`config.mk`:
```
export PLATFORM = sky130hd
export DESIGN_NAME = bencode_stream_parser_top
export DESIGN_NICKNAME = d
export VERILOG_FILES = /design/src/design/bsp_pkg.sv /design/src/design/bsp_core.sv /design/src/design/bencode_stream_parser_top.sv
export SDC_FILE = /design/constraint.sdc
export NUM_CORES = 2
export LEC_CHECK = 0
export BUFFER_PORTS_ARGS = -buffer_cell sky130_fd_sc_hd__buf_4
export CAP_MARGIN = 20
export CORE_AREA = 2 2 251 253
export DETAILED_ROUTE_END_ITERATION = 6
export DIE_AREA = 0 0 253 255
export PLACE_DENSITY = 0.75
export SETUP_SLACK_MARGIN = 0.15
export SLEW_MARGIN = 15
export SYNTH_ARGS = -nofsm -noshare
export SYNTH_HDL_FRONTEND = slang
export SYNTH_HIERARCHICAL = 1
export SYNTH_SLANG_ARGS = --single-unit
```
`constraint.sdc`:
```
create_clock -name clk -period 15.7 [get_ports clk]
set_input_delay 2.355 -clock clk [delete_from_list [all_inputs] [get_ports clk]]
set_output_delay 2.355 -clock clk [all_outputs]
set_load 0.005 [all_outputs]
```
`src/design/bsp_pkg.sv`:
```
// Shared types, codes and constants for the bencode stream parser.
package bsp_pkg;

  localparam int NEST_DEPTH = 32;
  localparam int PTR_W      = $clog2(NEST_DEPTH + 1);
  localparam int IDX_W      = $clog2(NEST_DEPTH);

  localparam int STR_LEN_W  = 17;
  localparam logic [STR_LEN_W-1:0] STR_LEN_SAT = 17'd65536;

  localparam logic [62:0] MAG_MAX = {63{1'b1}};

  // Stack entry codes
  localparam logic [1:0] ENT_NONE = 2'd0;
  localparam logic [1:0] ENT_LIST = 2'd1;
  localparam logic [1:0] ENT_DICT = 2'd2;
  localparam logic [1:0] ENT_KEY  = 2'd3;

  // Token kinds
  localparam logic [2:0] KIND_INT      = 3'd0;
  localparam logic [2:0] KIND_STR_HDR  = 3'd1;
  localparam logic [2:0] KIND_STR_BYTE = 3'd2;
  localparam logic [2:0] KIND_LIST     = 3'd3;
  localparam logic [2:0] KIND_DICT     = 3'd4;
  localparam logic [2:0] KIND_CLOSE    = 3'd5;
  localparam logic [2:0] KIND_ACCEPT   = 3'd6;
  localparam logic [2:0] KIND_ERROR    = 3'd7;

  // Error codes
  localparam logic [3:0] ERR_NONE       = 4'd0;
  localparam logic [3:0] ERR_BAD_CHAR   = 4'd1;
  localparam logic [3:0] ERR_INT_OVF    = 4'd2;
  localparam logic [3:0] ERR_STR_LONG   = 4'd3;
  localparam logic [3:0] ERR_TOO_DEEP   = 4'd4;
  localparam logic [3:0] ERR_STRAY_END  = 4'd5;
  localparam logic [3:0] ERR_TRAILING   = 4'd6;
  localparam logic [3:0] ERR_UNCLOSED   = 4'd7;
  localparam logic [3:0] ERR_KEY_TYPE   = 4'd8;
  localparam logic [3:0] ERR_NO_VALUE   = 4'd9;

  // Characters
  localparam logic [7:0] CH_I     = 8'h69;
  localparam logic [7:0] CH_MINUS = 8'h2d;
  localparam logic [7:0] CH_E     = 8'h65;
  localparam logic [7:0] CH_L     = 8'h6c;
  localparam logic [7:0] CH_D     = 8'h64;
  localparam logic [7:0] CH_COLON = 8'h3a;
  localparam logic [7:0] CH_ZERO  = 8'h30;
  localparam logic [7:0] CH_NINE  = 8'h39;

  // Config register map
  localparam int CFG_ADDR_W = 3;
  localparam logic [0:0] REG_MAX_STR_LEN = 1'b0;
  localparam logic [15:0] MAX_STR_LEN_RST = 16'd256;

  typedef struct packed {
    logic [2:0]  kind;
    logic [63:0] value;
    logic        key;
    logic [5:0]  level;
    logic [3:0]  code;
    logic        last;
  } res_t;

  typedef struct packed {
    logic [1:0] cnt;
    res_t       r0;
    res_t       r1;
  } core_out_t;

  function automatic res_t mk_res(logic [2:0] kind, logic [63:0] value, logic key,
                                  logic [PTR_W-1:0] level, logic [3:0] code,
                                  logic last);
    res_t r;
    r.kind  = kind;
    r.value = value;
    r.key   = key;
    r.level = 6'(level);
    r.code  = code;
    r.last  = last;
    return r;
  endfunction

endpackage

```
`src/design/bsp_core.sv`:
```
// Bencode lexer and nesting checker: one byte in, up to two results out per cycle in which in_fire is high.
module bsp_core (
  input  logic                clk,
  input  logic                rst_n,
  input  logic                in_fire,
  input  logic [7:0]          in_byte,
  input  logic                in_last,
  input  logic [15:0]         max_str_len,
  output bsp_pkg::core_out_t  res
);
  import bsp_pkg::*;

  typedef enum logic [5:0] {
    MODE_IDLE     = 6'b000001,
    MODE_INT_SIGN = 6'b000010,
    MODE_INT_BODY = 6'b000100,
    MODE_STR_LEN  = 6'b001000,
    MODE_STR_DATA = 6'b010000,
    MODE_SKIP     = 6'b100000
  } mode_t;

  mode_t                mode_r, mode_nxt;
  logic [62:0]          acc_r, acc_nxt;
  logic                 neg_r, neg_nxt;
  logic                 hasd_r, hasd_nxt;
  logic [STR_LEN_W-1:0] srem_r, srem_nxt;
  logic [PTR_W-1:0]     ptr_r, ptr_nxt;
  logic                 root_r, root_nxt;
  logic [3:0]           serr_r, serr_nxt;
  logic [1:0]           stack_r [NEST_DEPTH];

  logic                 wr_en;
  logic [IDX_W-1:0]     wr_idx;
  logic [1:0]           wr_val;

  logic [1:0]           top;
  logic [IDX_W-1:0]     top_idx;

  assign top_idx = IDX_W'(ptr_r - PTR_W'(1));
  assign top     = (ptr_r == '0) ? ENT_NONE : stack_r[top_idx];

  always_comb begin
    logic             is_digit;
    logic [3:0]       d;
    logic [3:0]       err;
    logic             tok_vld;
    res_t             tok;
    logic             end_vld;
    res_t             end_res;
    logic [66:0]      sum;
    logic [20:0]      lsum;
    logic             ok;
    logic [STR_LEN_W-1:0] rem_dec;
    logic             str_done;

    is_digit = (in_byte >= CH_ZERO) && (in_byte <= CH_NINE);
    d        = 4'(in_byte - CH_ZERO);
    err      = ERR_NONE;
    tok_vld  = 1'b0;
    tok      = '0;
    end_vld  = 1'b0;
    end_res  = '0;
    sum      = {acc_r, 3'b000} + {2'b00, acc_r, 1'b0} + 67'(d);
    lsum     = {1'b0, srem_r, 3'b000} + {3'b000, srem_r, 1'b0} + 21'(d);
    ok       = 1'b0;
    rem_dec  = (srem_r != '0) ? srem_r - STR_LEN_W'(1) : srem_r;
    str_done = 1'b0;

    mode_nxt = mode_r;
    acc_nxt  = acc_r;
    neg_nxt  = neg_r;
    hasd_nxt = hasd_r;
    srem_nxt = srem_r;
    ptr_nxt  = ptr_r;
    root_nxt = root_r;
    serr_nxt = serr_r;
    wr_en    = 1'b0;
    wr_idx   = IDX_W'(ptr_r);
    wr_val   = ENT_NONE;

    case (mode_r)
      MODE_SKIP: begin
        if (in_last) begin
          end_vld = 1'b1;
          end_res = mk_res(KIND_ERROR, '0, 1'b0, ptr_r, serr_r, 1'b1);
        end
      end
      MODE_IDLE: begin
        if (in_byte == CH_I || in_byte == CH_L || in_byte == CH_D || is_digit) begin
          if (ptr_r == '0) begin
            err = root_r ? ERR_TRAILING : ERR_NONE;
          end else if (!is_digit && top == ENT_DICT) begin
            err = ERR_KEY_TYPE;
          end
        end
        if (in_byte == CH_I) begin
          if (err == ERR_NONE) begin
            mode_nxt = MODE_INT_SIGN;
            acc_nxt  = '0;
            neg_nxt  = 1'b0;
            hasd_nxt = 1'b0;
          end
        end else if (is_digit) begin
          if (err == ERR_NONE) begin
            mode_nxt = MODE_STR_LEN;
            srem_nxt = STR_LEN_W'(d);
          end
        end else if (in_byte == CH_L || in_byte == CH_D) begin
          if (err == ERR_NONE) begin
            wr_val = (in_byte == CH_L) ? ENT_LIST : ENT_DICT;
            if (top == ENT_KEY) begin
              // pending key slot is replaced by the container
              wr_en  = 1'b1;
              wr_idx = top_idx;
            end else if (ptr_r >= PTR_W'(NEST_DEPTH)) begin
              err = ERR_TOO_DEEP;
            end else begin
              wr_en   = 1'b1;
              ptr_nxt = ptr_r + PTR_W'(1);
            end
            if (err == ERR_NONE) begin
              tok_vld = 1'b1;
              tok = mk_res((in_byte == CH_L) ? KIND_LIST : KIND_DICT, '0, 1'b0,
                           ptr_nxt, ERR_NONE, 1'b0);
            end
          end
        end else if (in_byte == CH_E) begin
          if (ptr_r == '0) begin
            err = ERR_STRAY_END;
          end else if (top == ENT_KEY) begin
            err = ERR_NO_VALUE;
          end else begin
            ptr_nxt = ptr_r - PTR_W'(1);
            if (ptr_nxt == '0) root_nxt = 1'b1;
            tok_vld = 1'b1;
            tok = mk_res(KIND_CLOSE, '0, 1'b0, ptr_nxt, ERR_NONE, 1'b0);
          end
        end else begin
          err = ERR_BAD_CHAR;
        end
      end
      MODE_INT_SIGN, MODE_INT_BODY: begin
        if (is_digit) begin
          if (sum > {4'b0000, MAG_MAX}) begin
            err = ERR_INT_OVF;
          end else begin
            acc_nxt  = sum[62:0];
            hasd_nxt = 1'b1;
            mode_nxt = MODE_INT_BODY;
          end
        end else if (mode_r == MODE_INT_SIGN && in_byte == CH_MINUS) begin
          neg_nxt  = 1'b1;
          mode_nxt = MODE_INT_BODY;
        end else if (mode_r == MODE_INT_BODY && in_byte == CH_E && hasd_r) begin
          mode_nxt = MODE_IDLE;
          if (top == ENT_KEY) ptr_nxt = ptr_r - PTR_W'(1);
          if (ptr_nxt == '0) root_nxt = 1'b1;
          tok_vld = 1'b1;
          tok = mk_res(KIND_INT, neg_r ? (64'd0 - {1'b0, acc_r}) : {1'b0, acc_r},
                       1'b0, ptr_nxt, ERR_NONE, 1'b0);
        end else begin
          err = ERR_BAD_CHAR;
        end
      end
      MODE_STR_LEN: begin
        if (is_digit) begin
          srem_nxt = (lsum > 21'(STR_LEN_SAT)) ? STR_LEN_SAT : STR_LEN_W'(lsum);
        end else if (in_byte == CH_COLON) begin
          if (srem_r > {1'b0, max_str_len}) begin
            err = ERR_STR_LONG;
          end else begin
            tok_vld = 1'b1;
            tok = mk_res(KIND_STR_HDR, 64'(srem_r), top == ENT_DICT, ptr_r,
                         ERR_NONE, 1'b0);
            if (srem_r == '0) str_done = 1'b1;
            else mode_nxt = MODE_STR_DATA;
          end
        end else begin
          err = ERR_BAD_CHAR;
        end
      end
      MODE_STR_DATA: begin
        tok_vld = 1'b1;
        tok = mk_res(KIND_STR_BYTE, 64'(in_byte), top == ENT_DICT, ptr_r,
                     ERR_NONE, 1'b0);
        srem_nxt = rem_dec;
        if (rem_dec == '0) str_done = 1'b1;
      end
      default: begin
        err = ERR_BAD_CHAR;
      end
    endcase

    if (str_done) begin
      mode_nxt = MODE_IDLE;
      if (top == ENT_DICT) begin
        if (ptr_r >= PTR_W'(NEST_DEPTH)) begin
          err = ERR_TOO_DEEP;
        end else begin
          wr_en   = 1'b1;
          wr_val  = ENT_KEY;
          ptr_nxt = ptr_r + PTR_W'(1);
        end
      end else begin
        if (top == ENT_KEY) ptr_nxt = ptr_r - PTR_W'(1);
        if (ptr_nxt == '0) root_nxt = 1'b1;
      end
    end

    if (mode_r != MODE_SKIP) begin
      if (err != ERR_NONE) begin
        end_vld = 1'b1;
        end_res = mk_res(KIND_ERROR, '0, 1'b0, ptr_nxt, err, in_last);
        if (!in_last) begin
          mode_nxt = MODE_SKIP;
          serr_nxt = err;
        end
      end else if (in_last) begin
        ok = (mode_nxt == MODE_IDLE) && (ptr_nxt == '0) && root_nxt;
        end_vld = 1'b1;
        end_res = mk_res(ok ? KIND_ACCEPT : KIND_ERROR, '0, 1'b0, ptr_nxt,
                         ok ? ERR_NONE : ERR_UNCLOSED, 1'b1);
      end
    end

    if (in_last) begin
      mode_nxt = MODE_IDLE;
      acc_nxt  = '0;
      neg_nxt  = 1'b0;
      hasd_nxt = 1'b0;
      srem_nxt = '0;
      ptr_nxt  = '0;
      root_nxt = 1'b0;
      serr_nxt = ERR_NONE;
    end

    res.cnt = {1'b0, tok_vld} + {1'b0, end_vld};
    res.r0  = tok_vld ? tok : end_res;
    res.r1  = end_res;
  end

  always_ff @(posedge clk) begin
    if (!rst_n) begin
      mode_r <= MODE_IDLE;
      acc_r  <= '0;
      neg_r  <= 1'b0;
      hasd_r <= 1'b0;
      srem_r <= '0;
      ptr_r  <= '0;
      root_r <= 1'b0;
      serr_r <= ERR_NONE;
    end else if (in_fire) begin
      mode_r <= mode_nxt;
      acc_r  <= acc_nxt;
      neg_r  <= neg_nxt;
      hasd_r <= hasd_nxt;
      srem_r <= srem_nxt;
      ptr_r  <= ptr_nxt;
      root_r <= root_nxt;
      serr_r <= serr_nxt;
    end
  end

  always_ff @(posedge clk) begin
    if (in_fire && wr_en) begin
      stack_r[wr_idx] <= wr_val;
    end
  end

endmodule

```
`src/design/bencode_stream_parser_top.sv`:
```
// Top level of the bencode stream parser: config register, parser core, result queue.
//
//  channel | dir | handshake          | payload
//  in_     | in  | in_tvalid/tready   | tdata[7:0] byte_in, tlast last_byte
//  out_    | out | out_tvalid/tready  | tdata value/level/code, tuser kind/key, tlast
//  cfg_    | in  | APB psel/penable   | reg 0 max_string_length at 0x0
//
// One byte is taken per cycle while in_tready is high; each request is parsed in the cycle it is accepted.
// A byte yields zero, one or two results into a 4-entry result queue, drained one per cycle while out_tready is high.
// in_tready drops while the queue holds more than two results.
// rst_n is synchronous; the nesting stack contents need no reset.
module bencode_stream_parser_top (
  input  logic                            clk,
  input  logic                            rst_n,
  input  logic                            in_tvalid,
  output logic                            in_tready,
  input  logic [7:0]                      in_tdata,   // [7:0] byte_in
  input  logic                            in_tlast,
  output logic                            out_tvalid,
  input  logic                            out_tready,
  output logic [79:0]                     out_tdata,  // [63:0] token_value, [69:64] nest_level, [73:70] error_code
  output logic [3:0]                      out_tuser,  // [2:0] token_kind, [3] is_dict_key
  output logic                            out_tlast,
  input  logic                            cfg_psel,
  input  logic                            cfg_penable,
  input  logic                            cfg_pwrite,
  input  logic [bsp_pkg::CFG_ADDR_W-1:0]  cfg_paddr,
  input  logic [31:0]                     cfg_pwdata,
  output logic [31:0]                     cfg_prdata,
  output logic                            cfg_pready
);
  import bsp_pkg::*;

  localparam int Q_DEPTH = 4;
  localparam int Q_IDX_W = $clog2(Q_DEPTH);
  localparam int Q_CNT_W = $clog2(Q_DEPTH + 1);

  logic [15:0]        max_len_r;
  logic               in_fire;
  logic               out_fire;
  core_out_t          core_res;

  res_t               q_r [Q_DEPTH];
  logic [Q_IDX_W-1:0] wr_ptr_r, rd_ptr_r;
  logic [Q_CNT_W-1:0] cnt_r, cnt_nxt;
  res_t               head;

  assign cfg_pready = 1'b1;
  assign cfg_prdata = (cfg_paddr[2] == REG_MAX_STR_LEN) ? {16'd0, max_len_r} : 32'd0;

  always_ff @(posedge clk) begin
    if (!rst_n) begin
      max_len_r <= MAX_STR_LEN_RST;
    end else if (cfg_psel && cfg_penable && cfg_pwrite && cfg_pready &&
                 cfg_paddr[2] == REG_MAX_STR_LEN) begin
      max_len_r <= cfg_pwdata[15:0];
    end
  end

  assign in_tready = (cnt_r <= Q_CNT_W'(Q_DEPTH - 2));
  assign in_fire   = in_tvalid && in_tready;
  assign out_fire  = out_tvalid && out_tready;

  bsp_core u_core (
    .clk         (clk),
    .rst_n       (rst_n),
    .in_fire     (in_fire),
    .in_byte     (in_tdata),
    .in_last     (in_tlast),
    .max_str_len (max_len_r),
    .res         (core_res)
  );

  always_comb begin
    cnt_nxt = cnt_r;
    if (in_fire) cnt_nxt = cnt_nxt + Q_CNT_W'(core_res.cnt);
    if (out_fire) cnt_nxt = cnt_nxt - Q_CNT_W'(1);
  end

  always_ff @(posedge clk) begin
    if (!rst_n) begin
      wr_ptr_r <= '0;
      rd_ptr_r <= '0;
      cnt_r    <= '0;
    end else begin
      if (in_fire) wr_ptr_r <= wr_ptr_r + Q_IDX_W'(core_res.cnt);
      if (out_fire) rd_ptr_r <= rd_ptr_r + Q_IDX_W'(1);
      cnt_r <= cnt_nxt;
    end
  end

  always_ff @(posedge clk) begin
    if (in_fire && core_res.cnt != 2'd0) begin
      q_r[wr_ptr_r] <= core_res.r0;
    end
    if (in_fire && core_res.cnt == 2'd2) begin
      q_r[wr_ptr_r + Q_IDX_W'(1)] <= core_res.r1;
    end
  end

  assign head       = q_r[rd_ptr_r];
  assign out_tvalid = (cnt_r != '0);
  assign out_tdata  = {6'd0, head.code, head.level, head.value};
  assign out_tuser  = {head.key, head.kind};
  assign out_tlast  = head.last;

endmodule
```
==> impl_results.md <==
- Slew Viols, Final: 0
- Startpoint class of the critical path: input port
- Share of layout cells above drive strength 1: 0.224
- GRT Residual Overflow: 0
- Worst Setup End Kind: flip-flop
- Via count: 26500
- List of most frequent post-synthesis cells: edfxtp_1 (380), mux2_2 (315), nor2_1 (288), nand2_1 (241), ha_1 (185)
- Die area: 64500 µm²
- RSZ-0062 raised after global routing: false
- Most frequent cell after synthesis: edfxtp_1
- CTS buffer count: 55
- Fin crit share: 0.622
- Die height: 255 µm
- Area delta synth->final: 8.99%
- Rows: 92
- Ys async rst share: 0
- Area occupied by multi-input gates: 19100 µm²
- First DRT Iteration DRCs: 2658
- Slowest stage delay, CP: 0.80 ns
- Routability congestion estimate from global placement: 0.956
- Crit path time final: 9.76 ns
- PwrDens: 103 nW/µm²
- Post-synth EDFFs: 380
- Worst path buffer plus inverter count: 5
- Final hold vios: 0
- # DRC: 0
- H-tree depth: 2
- Die Wd: 253 µm
- CP Cell Sequence: buf_4, inv_1, fa_1, fa_1, nor2b_1, o31a_1, o22ai_1, or4_1, a211oi_1, nor2_1, o211ai_1, and2_1, nand3_1, a21o_1, nor2_1, inv_1, ha_1, and2b_2, nand4_1, buf_4, buf_4, mux2_2
- Largest net degree at the start of global routing: 75
- Synth warn: 6
- Most used DFF post-synth: edfxtp_1
- Status: finished, final reports clean
- Worst skew pair latency: 0.64 ns
- WP data arrival: 10.12 ns
- Boundary Pins: 171
- Worst-Margin Slew: 1.17 ns
- Clk_skew: 0.0357 ns
- Synth area leaders: edfxtp_1 (33%), mux2_2 (10%), dfxtp_1 (7.2%)
- Static Leakage: 15.3 nW
- First-pass GRT wire length: 148000 µm
- Hold Path Class: reg2reg
- Area share of the largest cell type after synthesis: 0.333
- Yosys cell types: 99
- Core area: 62200 µm²
- # nets final: 3500
- Worst-path clk slew: 0.06 ns
- WL per Instance: 23.2 µm
- Cts repair resizes: 0
- Dpl hpwl: 66500 µm
- Final setup TNS: 0 ns
- Critical-path top delay cell: nand4_1
- Number of port buffers: 129
- Mean area per synthesized cell: 10.7 µm²
- Antenna-violating nets left: 0
- Via/cell ratio: 6.45
- CTS tree: built
- Critical path class: in2reg
- Register bit total from synthesis: 504
- GRT Util Overall: 0.293
- Fill cells: 4997
- Vias in the first global route: 26400
- VDD IR-drop max: 0.0869 mV
- Mapped Cells: 3211
- Root Driver: clkbuf_16
- 1st-pass router iterations: 6
- Hold Buf Count CTS: 0
- Req. time, crit path: 16.06 ns
- Inserted Diodes: 0
- Sequential element share of the synthesized area: 0.405
- Largest area contributor in the netlist: edfxtp_1
- Setup-failing EPs final: 0
- Storage cell area: 13900 µm²
- Clock tree buffer depth: 3
- Mapped cell area: 34300 µm²
- CP most frequent cell: buf_4
- Fmax: 102 MHz
- CP top delay family: simple AND/OR/NAND/NOR gates
- Setup repair bufs after CTS: 0
- Worst-path maximum fanout: 51
- Initial antenna violation count: 0
- Fin util: 0.602
- CTS Sinks: 504
- Maxcap violations: 0
- Total routed wirelength: 95400 µm
- Initial Utilization: 0.552
- Slew margin rel.: 0.220
==> worst paths after layout <==
path	start	to	slack (ns)	depth (start not counted)
hold reg to reg	u_core/neg_r	u_core/neg_r	0.47	2
setup reg to reg	u_core/ptr_r[0]	q_r[2][40]	7.29	23
setup / recovery	in_tdata[3]	q_r[2][40]	5.94	22
hold / removal	u_core/neg_r	u_core/neg_r	0.47	2
==> state kept, by name, indices dropped and copies added, names as in the netlist, named ones only <==
name and cells:
u_core/acc_r 63, cnt_r 3, max_len_r 16, u_core/ptr_r 6, rd_ptr_r 2, u_core/root_r 1
u_core/srem_r 17, u_core/neg_r 1, u_core/mode_r 6, u_core/stack_r 64, q_r 316, u_core/serr_r 4
wr_ptr_r 2, u_core/hasd_r 1
==> per-layer routing <==
metal / vias up / part of all wire / track usage
met5: - / 0 / 0
met4: 0 / 0.025 / 0.0883
met3: 150 / 0.079 / 0.0471
met2: 1079 / 0.47 / 0.481
met1: 13100 / 0.43 / 0.400
li1: 12100 / - / -
==> through the flow <==
stage / setup WS, ns / power (W) / hold WS (ns) / instances / cell area [µm²]
floorplan: 2.42 / 0.00221 / 0.445 / 3296 / 34600
detailed placement: 5.49 / 0.00257 / 0.464 / 4000 / 35500
finish: 5.94 / 0.00386 / 0.475 / 4105 / 37400
global placement: 5.62 / 0.00255 / 0.451 / 3999 / 35500
global route: 5.82 / 0.00401 / 0.521 / 4105 / 37400
CTS: 6.14 / 0.00389 / 0.478 / 4104 / 37400
==> worst reg2reg max path: cells and delay by family (launching register included) <==
family	cells	cell delay [ns]
compound gates	2	0.46
xor+xnor	1	0.16
fa+ha+maj	2	0.97
buf+inv	7	2.28
flops	1	0.29
mux	3	0.99
simple gates	8	3.01
==> logic make-up after synthesis <==
group / after synthesis / share of synthesized area
fa+ha+maj: 190 / 0.0704
buf+inv: 347 / 0.0503
mux: 452 / 0.181
flops: 504 / 0.405
xor+xnor: 147 / 0.0377
simple gates: 869 / 0.122
compound gates: 699 / 0.134
other cells: 3 / 0.000328
==> final cells by class <==
type                            count  area share
Timing Repair Buffer              169      0.0339
Clock inverter                     37     0.00977
Inverter                           84     0.00843
Sequential cell                   504       0.372
Clock buffer                       67      0.0397
Tap cell                          799      0.0267
Multi-Input combinational cell   2445       0.510
==> power breakdown <==
group	total, W	switching (W)	internal [W]
logic	0.000911	0.000479	0.000432
registers	0.00163	0.0000738	0.00156
clock network	0.00131	0.000566	0.000748
total	0.00386	0.00112	0.00274
==> placed cells by master (no fill, tap or decap), types with 56 or more instances in the layout <==
master and instances:
a21oi_1 166, a22oi_1 64, buf_4 168, clkbuf_16 57, conb_1 88, dfxtp_1 121, edfxtp_1 380, ha_1 185
inv_1 80, mux2_2 315, mux4_2 99, nand2_1 241, nand3_1 56, nor2_1 285, o21ai_0 151, xnor2_1 61
xor2_1 85
No activity file was read; power rests on OpenSTA's default activity.
